==> config.mk <==
export PLATFORM = sky130hd
export DESIGN_NAME = point_in_polygon_test_core
export DESIGN_NICKNAME = d
export VERILOG_FILES = /design/src/rtl/core/pip_pkg.sv /design/src/rtl/core/pip_front.sv /design/src/rtl/core/pip_queue.sv /design/src/rtl/core/pip_back.sv /design/src/rtl/core/point_in_polygon_test_core.sv
export SDC_FILE = /design/constraint.sdc
export NUM_CORES = 2
export LEC_CHECK = 0
export ABC_AREA = 0
export BUFFER_PORTS_ARGS = -buffer_cell sky130_fd_sc_hd__buf_2
export CORE_ASPECT_RATIO = 1.1
export CORE_UTILIZATION = 60
export CTS_CLUSTER_SIZE = 25
export DETAILED_ROUTE_END_ITERATION = 8
export PLACE_DENSITY_LB_ADDON = 0.1
export SETUP_SLACK_MARGIN = 0.2
export SLEW_MARGIN = 20
export SYNTH_ARGS = -nofsm -noshare
export SYNTH_HDL_FRONTEND = slang
export SYNTH_SLANG_ARGS = --single-unit
==> constraint.sdc <==
create_clock -name clk -period 9.8 [get_ports clk]
set_input_delay 0.49 -clock clk [delete_from_list [all_inputs] [get_ports clk]]
set_output_delay 0.49 -clock clk [all_outputs]
set_load 0.05 [all_outputs]
==> src/rtl/core/pip_pkg.sv <==
// ============================================================================
// pip_pkg - point-in-polygon test shared definitions
// Sizes, item operation codes and the queue entry type used by the core.
// ============================================================================
package pip_pkg;

    localparam int MAX_VERTICES_DEF = 64;

    localparam int COORD_W = 16;
    localparam int SLOT_W  = 6;
    localparam int COUNT_W = 7;

    localparam int QUEUE_DEPTH = 2;
    localparam int QPTR_W      = (QUEUE_DEPTH > 1) ? $clog2(QUEUE_DEPTH) : 1;
    localparam int QCNT_W      = $clog2(QUEUE_DEPTH + 1);

    // operation codes carried through the queue
    localparam logic [1:0] OP_WRITE = 2'd0;
    localparam logic [1:0] OP_QUERY = 2'd1;
    localparam logic [1:0] OP_DROP  = 2'd2;

    typedef struct packed {
        logic [1:0]                op;
        logic [SLOT_W-1:0]         slot;
        logic signed [COORD_W-1:0] x;
        logic signed [COORD_W-1:0] y;
    } pip_item_t;

endpackage

==> src/rtl/core/pip_front.sv <==
// ============================================================================
// pip_front - input side of the point-in-polygon core
// Holds the vertex count register, accepts items and tags each one.
// ============================================================================
module pip_front #(
    parameter int  MaxVertices = pip_pkg::MAX_VERTICES_DEF,
    localparam int CntW        = $clog2(MaxVertices + 1)
) (
    input  logic                                clk,
    input  logic                                rst_n,
    input  logic                                psel,
    input  logic                                penable,
    input  logic                                pwrite,
    input  logic [2:0]                          paddr,
    input  logic [31:0]                         pwdata,
    output logic [31:0]                         prdata,
    output logic                                pready,
    input  logic                                item_valid,
    output logic                                item_stall,
    input  logic                                kind,
    input  logic [pip_pkg::SLOT_W-1:0]          vertex_index,
    input  logic signed [pip_pkg::COORD_W-1:0]  x_coord,
    input  logic signed [pip_pkg::COORD_W-1:0]  y_coord,
    output logic                                q_push,
    output pip_pkg::pip_item_t                  q_push_item,
    input  logic                                q_full,
    output logic [CntW-1:0]                     vertex_count
);

    logic [pip_pkg::COUNT_W-1:0] num_vertices_reg;
    logic                        cfg_wr;

    assign pready = 1'b1;
    assign cfg_wr = psel && penable && pwrite && !paddr[2];

    always_ff @(posedge clk or negedge rst_n)
    begin
        if (!rst_n)
        begin
            num_vertices_reg <= '0;
        end
        else if (cfg_wr)
        begin
            num_vertices_reg <= pwdata[pip_pkg::COUNT_W-1:0];
        end
    end

    assign prdata = paddr[2] ? 32'd0
                             : {{(32 - pip_pkg::COUNT_W){1'b0}}, num_vertices_reg};

    // count above the table size saturates
    assign vertex_count = (int'(num_vertices_reg) > MaxVertices)
                          ? CntW'(MaxVertices) : CntW'(num_vertices_reg);

    always_comb
    begin
        q_push_item.slot = vertex_index;
        q_push_item.x    = x_coord;
        q_push_item.y    = y_coord;
        if (kind)
        begin
            q_push_item.op = pip_pkg::OP_QUERY;
        end
        else if (int'(vertex_index) < MaxVertices)
        begin
            q_push_item.op = pip_pkg::OP_WRITE;
        end
        else
        begin
            q_push_item.op = pip_pkg::OP_DROP;
        end
    end

    assign q_push     = item_valid && !q_full;
    assign item_stall = q_full;

endmodule

==> src/rtl/core/pip_queue.sv <==
// ============================================================================
// pip_queue - item queue between front and back
// Small register FIFO; the head entry is shown while not empty.
// ============================================================================
module pip_queue (
    input  logic               clk,
    input  logic               rst_n,
    input  logic               push,
    input  pip_pkg::pip_item_t push_item,
    output logic               full,
    input  logic               pop,
    output pip_pkg::pip_item_t pop_item,
    output logic               empty
);

    localparam logic [pip_pkg::QPTR_W-1:0] LastPtr = pip_pkg::QPTR_W'(pip_pkg::QUEUE_DEPTH - 1);

    pip_pkg::pip_item_t           entry_reg [pip_pkg::QUEUE_DEPTH];
    logic [pip_pkg::QPTR_W-1:0]   wr_ptr_reg, wr_ptr_next;
    logic [pip_pkg::QPTR_W-1:0]   rd_ptr_reg, rd_ptr_next;
    logic [pip_pkg::QCNT_W-1:0]   count_reg, count_next;
    logic                         do_push, do_pop;

    assign full     = (count_reg == pip_pkg::QCNT_W'(pip_pkg::QUEUE_DEPTH));
    assign empty    = (count_reg == '0);
    assign do_push  = push && !full;
    assign do_pop   = pop && !empty;
    assign pop_item = entry_reg[rd_ptr_reg];

    always_comb
    begin
        wr_ptr_next = wr_ptr_reg;
        rd_ptr_next = rd_ptr_reg;
        count_next  = count_reg;
        if (do_push)
        begin
            wr_ptr_next = (wr_ptr_reg == LastPtr) ? '0 : wr_ptr_reg + 1'b1;
        end
        if (do_pop)
        begin
            rd_ptr_next = (rd_ptr_reg == LastPtr) ? '0 : rd_ptr_reg + 1'b1;
        end
        if (do_push && !do_pop)
        begin
            count_next = count_reg + 1'b1;
        end
        else if (do_pop && !do_push)
        begin
            count_next = count_reg - 1'b1;
        end
    end

    always_ff @(posedge clk or negedge rst_n)
    begin
        if (!rst_n)
        begin
            wr_ptr_reg <= '0;
            rd_ptr_reg <= '0;
            count_reg  <= '0;
        end
        else
        begin
            wr_ptr_reg <= wr_ptr_next;
            rd_ptr_reg <= rd_ptr_next;
            count_reg  <= count_next;
        end
    end

    always_ff @(posedge clk)
    begin
        if (do_push)
        begin
            entry_reg[wr_ptr_reg] <= push_item;
        end
    end

endmodule

==> src/rtl/core/pip_back.sv <==
// ============================================================================
// pip_back - vertex table and edge walk
// Stores vertices, walks the edges of a query one per cycle through a
// two-stage compare pipeline, and holds the result until it is taken.
// ============================================================================
module pip_back #(
    parameter int  MaxVertices = pip_pkg::MAX_VERTICES_DEF,
    localparam int CntW        = $clog2(MaxVertices + 1),
    localparam int AddrW       = $clog2(MaxVertices),
    localparam int StepW       = $clog2(MaxVertices + 2)
) (
    input  logic               clk,
    input  logic               rst_n,
    input  logic               q_empty,
    input  pip_pkg::pip_item_t q_item,
    output logic               q_pop,
    input  logic [CntW-1:0]    vertex_count,
    output logic               result_valid,
    input  logic               result_stall,
    output logic               inside_res,
    output logic               on_boundary
);

    localparam logic [1:0] ST_IDLE   = 2'd0;
    localparam logic [1:0] ST_WALK   = 2'd1;
    localparam logic [1:0] ST_FINISH = 2'd2;

    localparam int CW = pip_pkg::COORD_W;

    logic signed [CW-1:0] mem_x [MaxVertices];
    logic signed [CW-1:0] mem_y [MaxVertices];

    logic [1:0]            state_reg, state_next;
    logic [StepW-1:0]      step_reg, step_next;
    logic [CntW-1:0]       n_reg;
    logic signed [CW-1:0]  px_reg, py_reg;
    logic                  inside_reg, hit_reg;

    logic                  s1_v_reg, s1_first_reg;
    logic signed [CW-1:0]  rd_x_reg, rd_y_reg;
    logic signed [CW-1:0]  prev_x_reg, prev_y_reg;

    logic                  s2_v_reg, s2_edge_hit_reg, s2_straddle_reg, s2_neg_reg;
    logic signed [2*CW+1:0] lhs_reg, rhs_reg;

    logic                  res_valid_reg, res_inside_reg, res_bnd_reg;

    logic                  issue, drained, out_free, start_query, wr_vertex;
    logic [CntW-1:0]       n_last;
    logic [StepW-1:0]      step_prev;
    logic [AddrW-1:0]      rd_addr;

    logic signed [CW:0]    dy, dxp, dx, dyp;
    logic signed [2*CW+1:0] lhs, rhs;
    logic                  horiz_hit, vert_hit, straddle, left;

    assign q_pop       = (state_reg == ST_IDLE) && !q_empty;
    assign start_query = q_pop && (q_item.op == pip_pkg::OP_QUERY);
    assign wr_vertex   = q_pop && (q_item.op == pip_pkg::OP_WRITE);

    // read order: last vertex first (as the previous end), then 0..n-1
    assign issue     = (state_reg == ST_WALK) && (step_reg <= StepW'(n_reg));
    assign n_last    = n_reg - CntW'(1);
    assign step_prev = step_reg - StepW'(1);
    assign rd_addr   = (step_reg == '0) ? n_last[AddrW-1:0] : step_prev[AddrW-1:0];
    assign drained   = (state_reg == ST_WALK) && (step_reg > StepW'(n_reg))
                       && !s1_v_reg && !s2_v_reg;
    assign out_free  = !res_valid_reg || !result_stall;

    always_comb
    begin
        state_next = state_reg;
        step_next  = step_reg;
        unique case (state_reg)
            ST_IDLE:
            begin
                if (start_query)
                begin
                    step_next  = '0;
                    state_next = (vertex_count == '0) ? ST_FINISH : ST_WALK;
                end
            end
            ST_WALK:
            begin
                if (issue)
                begin
                    step_next = step_reg + 1'b1;
                end
                if (drained)
                begin
                    state_next = ST_FINISH;
                end
            end
            ST_FINISH:
            begin
                if (out_free)
                begin
                    state_next = ST_IDLE;
                end
            end
            default:
            begin
                state_next = ST_IDLE;
            end
        endcase
    end

    // vertex table
    always_ff @(posedge clk)
    begin
        if (wr_vertex)
        begin
            mem_x[AddrW'(q_item.slot)] <= q_item.x;
            mem_y[AddrW'(q_item.slot)] <= q_item.y;
        end
        if (issue)
        begin
            rd_x_reg <= mem_x[rd_addr];
            rd_y_reg <= mem_y[rd_addr];
        end
    end

    // stage 1: edge (current read, previous vertex)
    always_comb
    begin
        horiz_hit = (rd_y_reg == py_reg) && (prev_y_reg == py_reg)
                    && (((rd_x_reg <= px_reg) && (px_reg <= prev_x_reg))
                     || ((prev_x_reg <= px_reg) && (px_reg <= rd_x_reg)));
        vert_hit  = (rd_x_reg == px_reg) && (prev_x_reg == px_reg)
                    && (((rd_y_reg <= py_reg) && (py_reg <= prev_y_reg))
                     || ((prev_y_reg <= py_reg) && (py_reg <= rd_y_reg)));
        straddle  = (rd_y_reg > py_reg) != (prev_y_reg > py_reg);
        dy  = {prev_y_reg[CW-1], prev_y_reg} - {rd_y_reg[CW-1], rd_y_reg};
        dxp = {px_reg[CW-1], px_reg}         - {rd_x_reg[CW-1], rd_x_reg};
        dx  = {prev_x_reg[CW-1], prev_x_reg} - {rd_x_reg[CW-1], rd_x_reg};
        dyp = {py_reg[CW-1], py_reg}         - {rd_y_reg[CW-1], rd_y_reg};
        lhs = dxp * dy;
        rhs = dx * dyp;
    end

    // stage 2: crossing side, sense flips for a downward edge
    assign left = s2_neg_reg ? (lhs_reg > rhs_reg) : (lhs_reg < rhs_reg);

    always_ff @(posedge clk)
    begin
        if (start_query)
        begin
            n_reg  <= vertex_count;
            px_reg <= q_item.x;
            py_reg <= q_item.y;
        end
        s1_first_reg <= (step_reg == '0);
        if (s1_v_reg)
        begin
            prev_x_reg      <= rd_x_reg;
            prev_y_reg      <= rd_y_reg;
            s2_edge_hit_reg <= horiz_hit || vert_hit;
            s2_straddle_reg <= straddle;
            s2_neg_reg      <= dy[CW];
            lhs_reg         <= lhs;
            rhs_reg         <= rhs;
        end
    end

    always_ff @(posedge clk or negedge rst_n)
    begin
        if (!rst_n)
        begin
            state_reg     <= ST_IDLE;
            step_reg      <= '0;
            s1_v_reg      <= 1'b0;
            s2_v_reg      <= 1'b0;
            inside_reg    <= 1'b0;
            hit_reg       <= 1'b0;
            res_valid_reg <= 1'b0;
        end
        else
        begin
            state_reg <= state_next;
            step_reg  <= step_next;
            s1_v_reg  <= issue;
            s2_v_reg  <= s1_v_reg && !s1_first_reg;
            if (start_query)
            begin
                inside_reg <= 1'b0;
                hit_reg    <= 1'b0;
            end
            else if (s2_v_reg && !hit_reg)
            begin
                // a boundary hit freezes the answer for the remaining edges
                if (s2_edge_hit_reg)
                begin
                    hit_reg <= 1'b1;
                end
                else if (s2_straddle_reg && left)
                begin
                    inside_reg <= !inside_reg;
                end
            end
            if ((state_reg == ST_FINISH) && out_free)
            begin
                res_valid_reg <= 1'b1;
            end
            else if (!result_stall)
            begin
                res_valid_reg <= 1'b0;
            end
        end
    end

    always_ff @(posedge clk)
    begin
        if ((state_reg == ST_FINISH) && out_free)
        begin
            res_inside_reg <= hit_reg || inside_reg;
            res_bnd_reg    <= hit_reg;
        end
    end

    assign result_valid = res_valid_reg;
    assign inside_res   = res_inside_reg;
    assign on_boundary  = res_bnd_reg;

endmodule

==> src/rtl/core/point_in_polygon_test_core.sv <==
// ============================================================================
// point_in_polygon_test_core - even-odd point-in-polygon test
// Vertex table loaded by write items; query items test one point against it.
// ============================================================================
// Input channel (item_valid/item_stall): kind 0 writes vertex_index with
// (x_coord, y_coord), kind 1 queries that point. Coordinates are signed Q12.4.
// Result channel (result_valid/result_stall): one transfer per query with
// inside_res and on_boundary; write items produce nothing.
// num_vertices sits at APB address 0; the user must write it only while
// idle, and the block itself does not enforce this. Items pass through a
// two-entry queue, so the input keeps accepting while the back end is busy,
// until the queue fills. A write item is stored in the vertex table as the
// back end pops it. A query of n vertices makes n + 1 vertex-table reads,
// one per cycle (the closing vertex first), feeds them through two pipeline
// stages of edge compare, and then loads the result register. The single
// read port of the vertex table sets the rate of one edge per cycle.
// A stalled result holds in its register; the back end waits before loading
// the next result, and the queue then fills and stalls the input.
// Reset clears the count register, the queue and all control state; the
// vertex table is not cleared and must be written before it is queried.
// ============================================================================
module point_in_polygon_test_core #(
    parameter int MaxVertices = pip_pkg::MAX_VERTICES_DEF
) (
    input  logic                                clk,
    input  logic                                rst_n,
    input  logic                                psel,
    input  logic                                penable,
    input  logic                                pwrite,
    input  logic [2:0]                          paddr,
    input  logic [31:0]                         pwdata,
    output logic [31:0]                         prdata,
    output logic                                pready,
    input  logic                                item_valid,
    output logic                                item_stall,
    input  logic                                kind,
    input  logic [pip_pkg::SLOT_W-1:0]          vertex_index,
    input  logic signed [pip_pkg::COORD_W-1:0]  x_coord,
    input  logic signed [pip_pkg::COORD_W-1:0]  y_coord,
    output logic                                result_valid,
    input  logic                                result_stall,
    output logic                                inside_res,
    output logic                                on_boundary
);

    localparam int CntW = $clog2(MaxVertices + 1);

    logic                q_push, q_full, q_pop, q_empty;
    pip_pkg::pip_item_t  q_push_item, q_pop_item;
    logic [CntW-1:0]     vertex_count;

    pip_front #(
        .MaxVertices (MaxVertices)
    ) u_front (
        .clk          (clk),
        .rst_n        (rst_n),
        .psel         (psel),
        .penable      (penable),
        .pwrite       (pwrite),
        .paddr        (paddr),
        .pwdata       (pwdata),
        .prdata       (prdata),
        .pready       (pready),
        .item_valid   (item_valid),
        .item_stall   (item_stall),
        .kind         (kind),
        .vertex_index (vertex_index),
        .x_coord      (x_coord),
        .y_coord      (y_coord),
        .q_push       (q_push),
        .q_push_item  (q_push_item),
        .q_full       (q_full),
        .vertex_count (vertex_count)
    );

    pip_queue u_queue (
        .clk       (clk),
        .rst_n     (rst_n),
        .push      (q_push),
        .push_item (q_push_item),
        .full      (q_full),
        .pop       (q_pop),
        .pop_item  (q_pop_item),
        .empty     (q_empty)
    );

    pip_back #(
        .MaxVertices (MaxVertices)
    ) u_back (
        .clk          (clk),
        .rst_n        (rst_n),
        .q_empty      (q_empty),
        .q_item       (q_pop_item),
        .q_pop        (q_pop),
        .vertex_count (vertex_count),
        .result_valid (result_valid),
        .result_stall (result_stall),
        .inside_res   (inside_res),
        .on_boundary  (on_boundary)
    );

endmodule

* Word-level counts from Yosys, hierarchy flattened
Memories as Yosys holds them, arrays and structs flattened. A register that Yosys moved wholly into a read port is not among the register bits.
Index checks and enable logic that the tools add are counted.
W data, S select, Z words.
** Word-level totals
- Register bits after elaboration :: 170
- Bits in writable memories :: 2126
- Input port bits :: 81
- Output and inout bits :: 37
- Logic and storage cells :: 158
- Memories :: 3
** Memories
- u_back.mem_x :: words 64, width 16, rd ports 1, clocked after Yosys merged registers in 1, wr ports 1, RTL line pip_back.sv:30 : logic signed [CW-1:0] mem_x [MaxVertices];
- u_back.mem_y :: words 64, width 16, rd ports 1, clocked after Yosys merged registers in 1, wr ports 1, RTL line pip_back.sv:31 : logic signed [CW-1:0] mem_y [MaxVertices];
- u_queue.entry_reg :: words 2, width 39, rd ports 1, clocked after Yosys merged registers in 0, wr ports 1, RTL line pip_queue.sv:18 : pip_pkg::pip_item_t entry_reg [pip_pkg::QUEUE_DEPTH];
** Cells by class
- $add $sub $neg :: 11
- Multipliers :: 2
- Order comparisons :: 15
- Equality and inequality tests :: 15
- Multiplexer cells :: 30
- Reduce and logical (&&, ||, !) cells :: 58
** Operators by type and width (number)
- $le A16 B16 Y1 :: 8
- $mul A17 B17 Y34 :: 2
- $sub A16 B16 Y17 :: 4
- $eq A16 B16 Y1 :: 4
- $gt A34 B34 Y1 :: 1
- $lt A34 B34 Y1 :: 1
- $gt A16 B16 Y1 :: 2
- $mux W7 :: 4
- $logic_and A1 B1 Y1 :: 27
- $mux W1 :: 17
- $logic_not A7 Y1 :: 2
- $pmux W7 S2 :: 1
- $logic_not A1 Y1 :: 12
- $mux W2 :: 6
- $sub A6 B1 Y6 const B :: 2
- $ne A2 B1 Y1 const B :: 5
- $reduce_bool A2 Y1 :: 5
- $reduce_and A3 Y1 :: 3
- $add A7 B1 Y7 const B :: 1
- $gt A7 B7 Y1 :: 1
- $gt A7 B7 Y1 const B :: 1
- $le A7 B7 Y1 :: 1
- $logic_not A2 Y1 :: 3
- $mux W6 :: 1
- other kinds (10) :: 17

* Depth between registers and ports, before layout
- Depth after elaboration :: 8
- Mapped depth :: 38
- Mapped depth without buffers :: 37

* By module
A second synthesis with hierarchy kept.
** Unflattened totals
- Cell total of the unflattened synthesis :: 9583
- Area total of the unflattened synthesis :: 118077.0 sq um
** By module, submodules not included
- pip_back :: instances 1, cells each 9340, area an instance 113893.0 sq um, seq. area each 67154.4 sq um
- pip_queue :: instances 1, cells each 144, area an instance 3286.9 sq um, seq. area each 2502.4 sq um
- pip_front :: instances 1, cells each 99, area an instance 897.1 sq um, seq. area each 175.2 sq um

* Worst setup path after synthesis
Ideal clock, no wire load.
- Kind :: flip-flop to flip-flop
- Start :: reg u_back.prev_x_reg[0]
- End :: reg u_back.rhs_reg[33], data pin
- Library setup time :: 260 ps
- Arrival time :: 8197 ps
- Required time :: 9540 ps
- Setup slack :: 1343 ps
- Stages on the path, launching flop included :: 36
- Buffers on the path :: 1
- Period minus slack after synthesis :: 8457 ps
- Cells stage by stage :: edfxtp_1 > inv_1 > ha_1 > inv_1 > fa_1 > a21o_1 > a21oi_1 > o21ai_0 > a21oi_1 > o211ai_1 > a41oi_1 > nor2b_1 > or2_2 > xor2_1 > clkbuf_1 > nand2_1 > fa_1 > inv_1 > fa_1 > fa_1 > fa_1 > fa_1 > inv_1 > fa_1 > inv_1 > ha_1 > a21oi_1 > nor2_1 > o211a_1 > a211oi_1 > o21bai_1 > a221oi_1 > o211ai_1 > a31o_2 > a21oi_1 > xnor2_1
** Between the ends
- Longest elaborated chain between the ends :: 2
** RTL lines
- from (decl) :: RTL line pip_back.sv:41 : logic signed [CW-1:0] prev_x_reg, prev_y_reg;
- from (signal assigned) :: RTL line pip_back.sv:155 : prev_x_reg <= rd_x_reg;
- $sub A16 B16 Y17 :: RTL line pip_back.sv:135 : dx = {prev_x_reg[CW-1], prev_x_reg} - {rd_x_reg[CW-1], rd_x_reg};
- $mul A17 B17 Y34 :: RTL line pip_back.sv:138 : rhs = dx * dyp;
- via u_back.rhs[33] :: RTL line pip_back.sv:54 : logic signed [2*CW+1:0] lhs, rhs;
- to (signal assigned) :: RTL line pip_back.sv:161 : rhs_reg <= rhs;
- to (decl) :: RTL line pip_back.sv:44 : logic signed [2*CW+1:0] lhs_reg, rhs_reg;
The timed path passes the listed nets, and every way through them passes these cells.
A chain may end at the register's enable or synchronous reset.

* Final worst setup path
- Start :: reg u_back.rd_y_reg[0] (read register of u_back.mem_y)
- End :: reg u_back.lhs_reg[30], data pin
** Between the ends
- Longest elaborated chain between the ends :: 2
** RTL lines
- from (decl) :: RTL line pip_back.sv:40 : logic signed [CW-1:0] rd_x_reg, rd_y_reg;
- $sub A16 B16 Y17 :: RTL line pip_back.sv:133 : dy = {prev_y_reg[CW-1], prev_y_reg} - {rd_y_reg[CW-1], rd_y_reg};
- $mul A17 B17 Y34 :: RTL line pip_back.sv:137 : lhs = dxp * dy;
- via u_back.lhs[30] :: RTL line pip_back.sv:54
- to (signal assigned) :: RTL line pip_back.sv:160 : lhs_reg <= lhs;
- to (decl) :: RTL line pip_back.sv:44
The timed path passes the listed nets, and every way through them passes these cells.

==> results.sh <==
export IMPL_finalWorstPathRequiredPeriod_ns=9.114
export IMPL_clkSinkCount=2328
export IMPL_fin_tns_setup_ns=0
export IMPL_worst_case_hold_slack_ns=0.2333
export IMPL_final_wtd_congestion=0.9629
export IMPL_antenna_violating_nets_post_route=0
export IMPL_cell_at_the_root_of_the_clock_tree="sky130_fd_sc_hd__clkbuf_16"
export IMPL_max_freq_ghz=0.1097
export IMPL_synth_enable_flop_cells=2302
export IMPL_avgSynthCellArea_um2=13.00
export IMPL_clock_slew_at_reported_path_ffs_ns=0.07
export IMPL_main_synth_ff_type="sky130_fd_sc_hd__edfxtp_1"
export IMPL_cp_startpoint="u_back.rd_y_reg[0]"
export IMPL_antenna_found_initial=10
export IMPL_globalRouteOverflowTotal=0
export IMPL_clock_tree_from_tritoncts="done"
export IMPL_worst_skew_pair_latency_ns=0.89
export IMPL_worst_slew_margin_rel_pct=15.93
export IMPL_final_cell_count_no_fill=11860
export IMPL_outcome="finished, final reports clean"
export IMPL_dieArea_mm2=0.1957
export IMPL_maxCapViolations=0
export IMPL_synth_cell_area_mm2=0.1163
export IMPL_r2r_start="u_back.rd_y_reg[0]"
export IMPL_synth_warning_count=0
export IMPL_setup_viol=0
export IMPL_slew_viol_final=0
export IMPL_most_used_cells_in_the_layout_excluding_fill_and_tap_cells="2302 x sky130_fd_sc_hd__edfxtp_1, 1865 x sky130_fd_sc_hd__nand2_1, 794 x sky130_fd_sc_hd__inv_1"
export IMPL_worst_hold_path_type="input port to async pin"
export IMPL_rsz0062_at_grt="false"
export IMPL_core_mm2=0.1926
export IMPL_cts_htree_levels=4
export IMPL_timing_critical_path_fanout_max=9
export IMPL_worst_setup_path_type="register to register"
export IMPL_cts_post_setup_buffers_inserted=0
export IMPL_postSynthCellCount=8951
export IMPL_clk_path_buf_depth=3
export IMPL_drcViolationCount=0
export IMPL_worst_endpoint_required_ns=10.42
export IMPL_rr_worst_depth=32
export IMPL_num_io_pins=118
export IMPL_synth_async_reset_ratio_pct=1.074
export IMPL_timing_final_hold_violations=0
export IMPL_areaGrowthSynthToFinish_pct=10.22
export IMPL_tightestPinTransition_ns=1.254
export IMPL_numCtsBuffers=217
export IMPL_critical_path_top_delay_family="adder cells"
export IMPL_critPathMaxStageDelay_ns=0.58
export IMPL_place_detailed_instances=11400
export IMPL_number_of_library_cell_types_mapped_by_synthesis=79
export IMPL_place_detailed_hpwl_um=193600
export IMPL_layout_drive_gt1_share_pct=10.45
export IMPL_worst_setup_path_end_kind="register"
export IMPL_finalClockSkew_ns=0.07593
export IMPL_vias_per_cell=6.151
export IMPL_start_util_pct=60.39
export IMPL_grt_pass1_wl_um=465000
export IMPL_critical_path_cell_count=32
export IMPL_start_kind="register"
export IMPL_first_iter_violations=7646
export IMPL_design_final_nets=10090
export IMPL_routed_wl_um=318200
export IMPL_num_fill_cells=13810
export IMPL_die_h_um=463.8
export IMPL_cp_data_arrival_time_ns=9.73
export IMPL_vias=72920
export IMPL_ys_ff_latch=2328
export IMPL_wl_per_cell_um=26.84
export IMPL_die_width_um=421.8
export IMPL_track_usage_pct=32.54
export IMPL_slowest_cell_on_the_critical_path="sky130_fd_sc_hd__fa_1"
export IMPL_finalCoreUtilization_pct=66.56
export IMPL_drt_first_pass_iters=8
export IMPL_critical_path_n_buffers_inverters=4
export IMPL_final_min_period_over_clock_period_pct=93.00
export IMPL_port_buffers=64
export IMPL_layout_cells_most_common="sky130_fd_sc_hd__edfxtp_1"
export IMPL_vias_in_the_first_global_route=73120
export IMPL_std_cell_rows=169
export IMPL_synth_sequential_area_ratio_pct=59.98
export IMPL_path_common_cell="sky130_fd_sc_hd__fa_1"
export IMPL_grt_start_max_net_pins=150
[Yosys cell counts, types with 117 or more instances]
| master | number | area, µm² |
|---|---|---|
| sky130_fd_sc_hd__clkbuf_1 | 311 | 1167 |
| sky130_fd_sc_hd__nand3_1 | 603 | 3018 |
| sky130_fd_sc_hd__nor2_1 | 411 | 1543 |
| sky130_fd_sc_hd__mux4_2 | 177 | 3986 |
| sky130_fd_sc_hd__nand2_1 | 1865 | 7000 |
| sky130_fd_sc_hd__ha_1 | 312 | 3904 |
| sky130_fd_sc_hd__a311oi_1 | 189 | 1655 |
| sky130_fd_sc_hd__xnor2_1 | 117 | 1025 |
| sky130_fd_sc_hd__inv_1 | 794 | 2980 |
| sky130_fd_sc_hd__edfxtp_1 | 2302 | 69130 |
| sky130_fd_sc_hd__fa_1 | 596 | 11930 |
| sky130_fd_sc_hd__and3_1 | 133 | 832.1 |
| sky130_fd_sc_hd__a21oi_1 | 136 | 680.7 |
[cells by family (layout without fill, tap and decap cells)]
family                   after synthesis  after routing  share of synthesized area, %
AND/OR/NAND/NOR                     3269           3269                         12.03
adder cells (fa/ha/maj)              908            908                         13.61
AO/OA/AOI/OAI                        775            775                         4.758
buffers and inverters               1258           1569                         4.313
XOR/XNOR                             166            166                         1.250
multiplexers                         245            245                         4.056
flip-flops                          2328           2328                         59.98
other                                  2             31                      0.006456
[metal layers]
metal	GRT usage [%]	vias up	share of wire (%)
met5	0	-	0.0041
met4	15.86	2	5.4
met3	5.346	697	8.4
met2	54.50	3413	49
met1	41.46	37020	37
li1	-	31790	-
[area by class of cell]
class	instances	area [µm²]	area share (%)
Clock inverter	134	1226	0.9563
Timing Repair Buffer	367	2968	2.315
Sequential cell	2328	69780	54.42
Clock buffer	272	5710	4.454
Antenna cell	5	12.51	0.009758
Tap cell	2565	3209	2.503
Inverter	796	2995	2.336
Multi-Input combinational cell	5389	42320	33.01
[stage by stage]
stage          cell area [µm²]  worst slack (ns)
2_1_floorplan           116400             1.343
3_3_place_gp            120700            0.4454
3_5_place_dp            120700            0.2456
4_1_cts                 128100            0.2157
5_1_grt                 128200            0.2287
6_report                128200            0.6861
[worst register-to-register path: cells and delay by family (launching register included)]
family | cells | cell delay [ns]
buffers and inverters | 4 | 0.43
AOI/OAI and AO/OA | 9 | 2.22
and+or+nand+nor | 9 | 1.97
DFF | 1 | 0.43
adders and majority gates | 9 | 3.65
xor gates and xnor gates | 1 | 0.14
[timing repair]
item	CTS	global route
hold buffers	49	0
hold endpoints to repair	114	0
gates resized for setup	0	17
setup endpoints to repair	0	18
[worst paths after layout]
path / to / slack [ns]
min reg2reg: u_back.s2_v_reg / 0.38
min in group clk: u_front.num_vertices_reg[3] / 0.26
max: u_back.lhs_reg[30] / 0.69
min: u_queue.wr_ptr_reg / 0.23
max reg2reg: u_back.lhs_reg[30] / 0.69
max in group asynchronous: u_back.s1_v_reg / 8.99
Power is not shown: default switching activity piles up to over one toggle a cycle in this logic, so the estimate is an artifact.
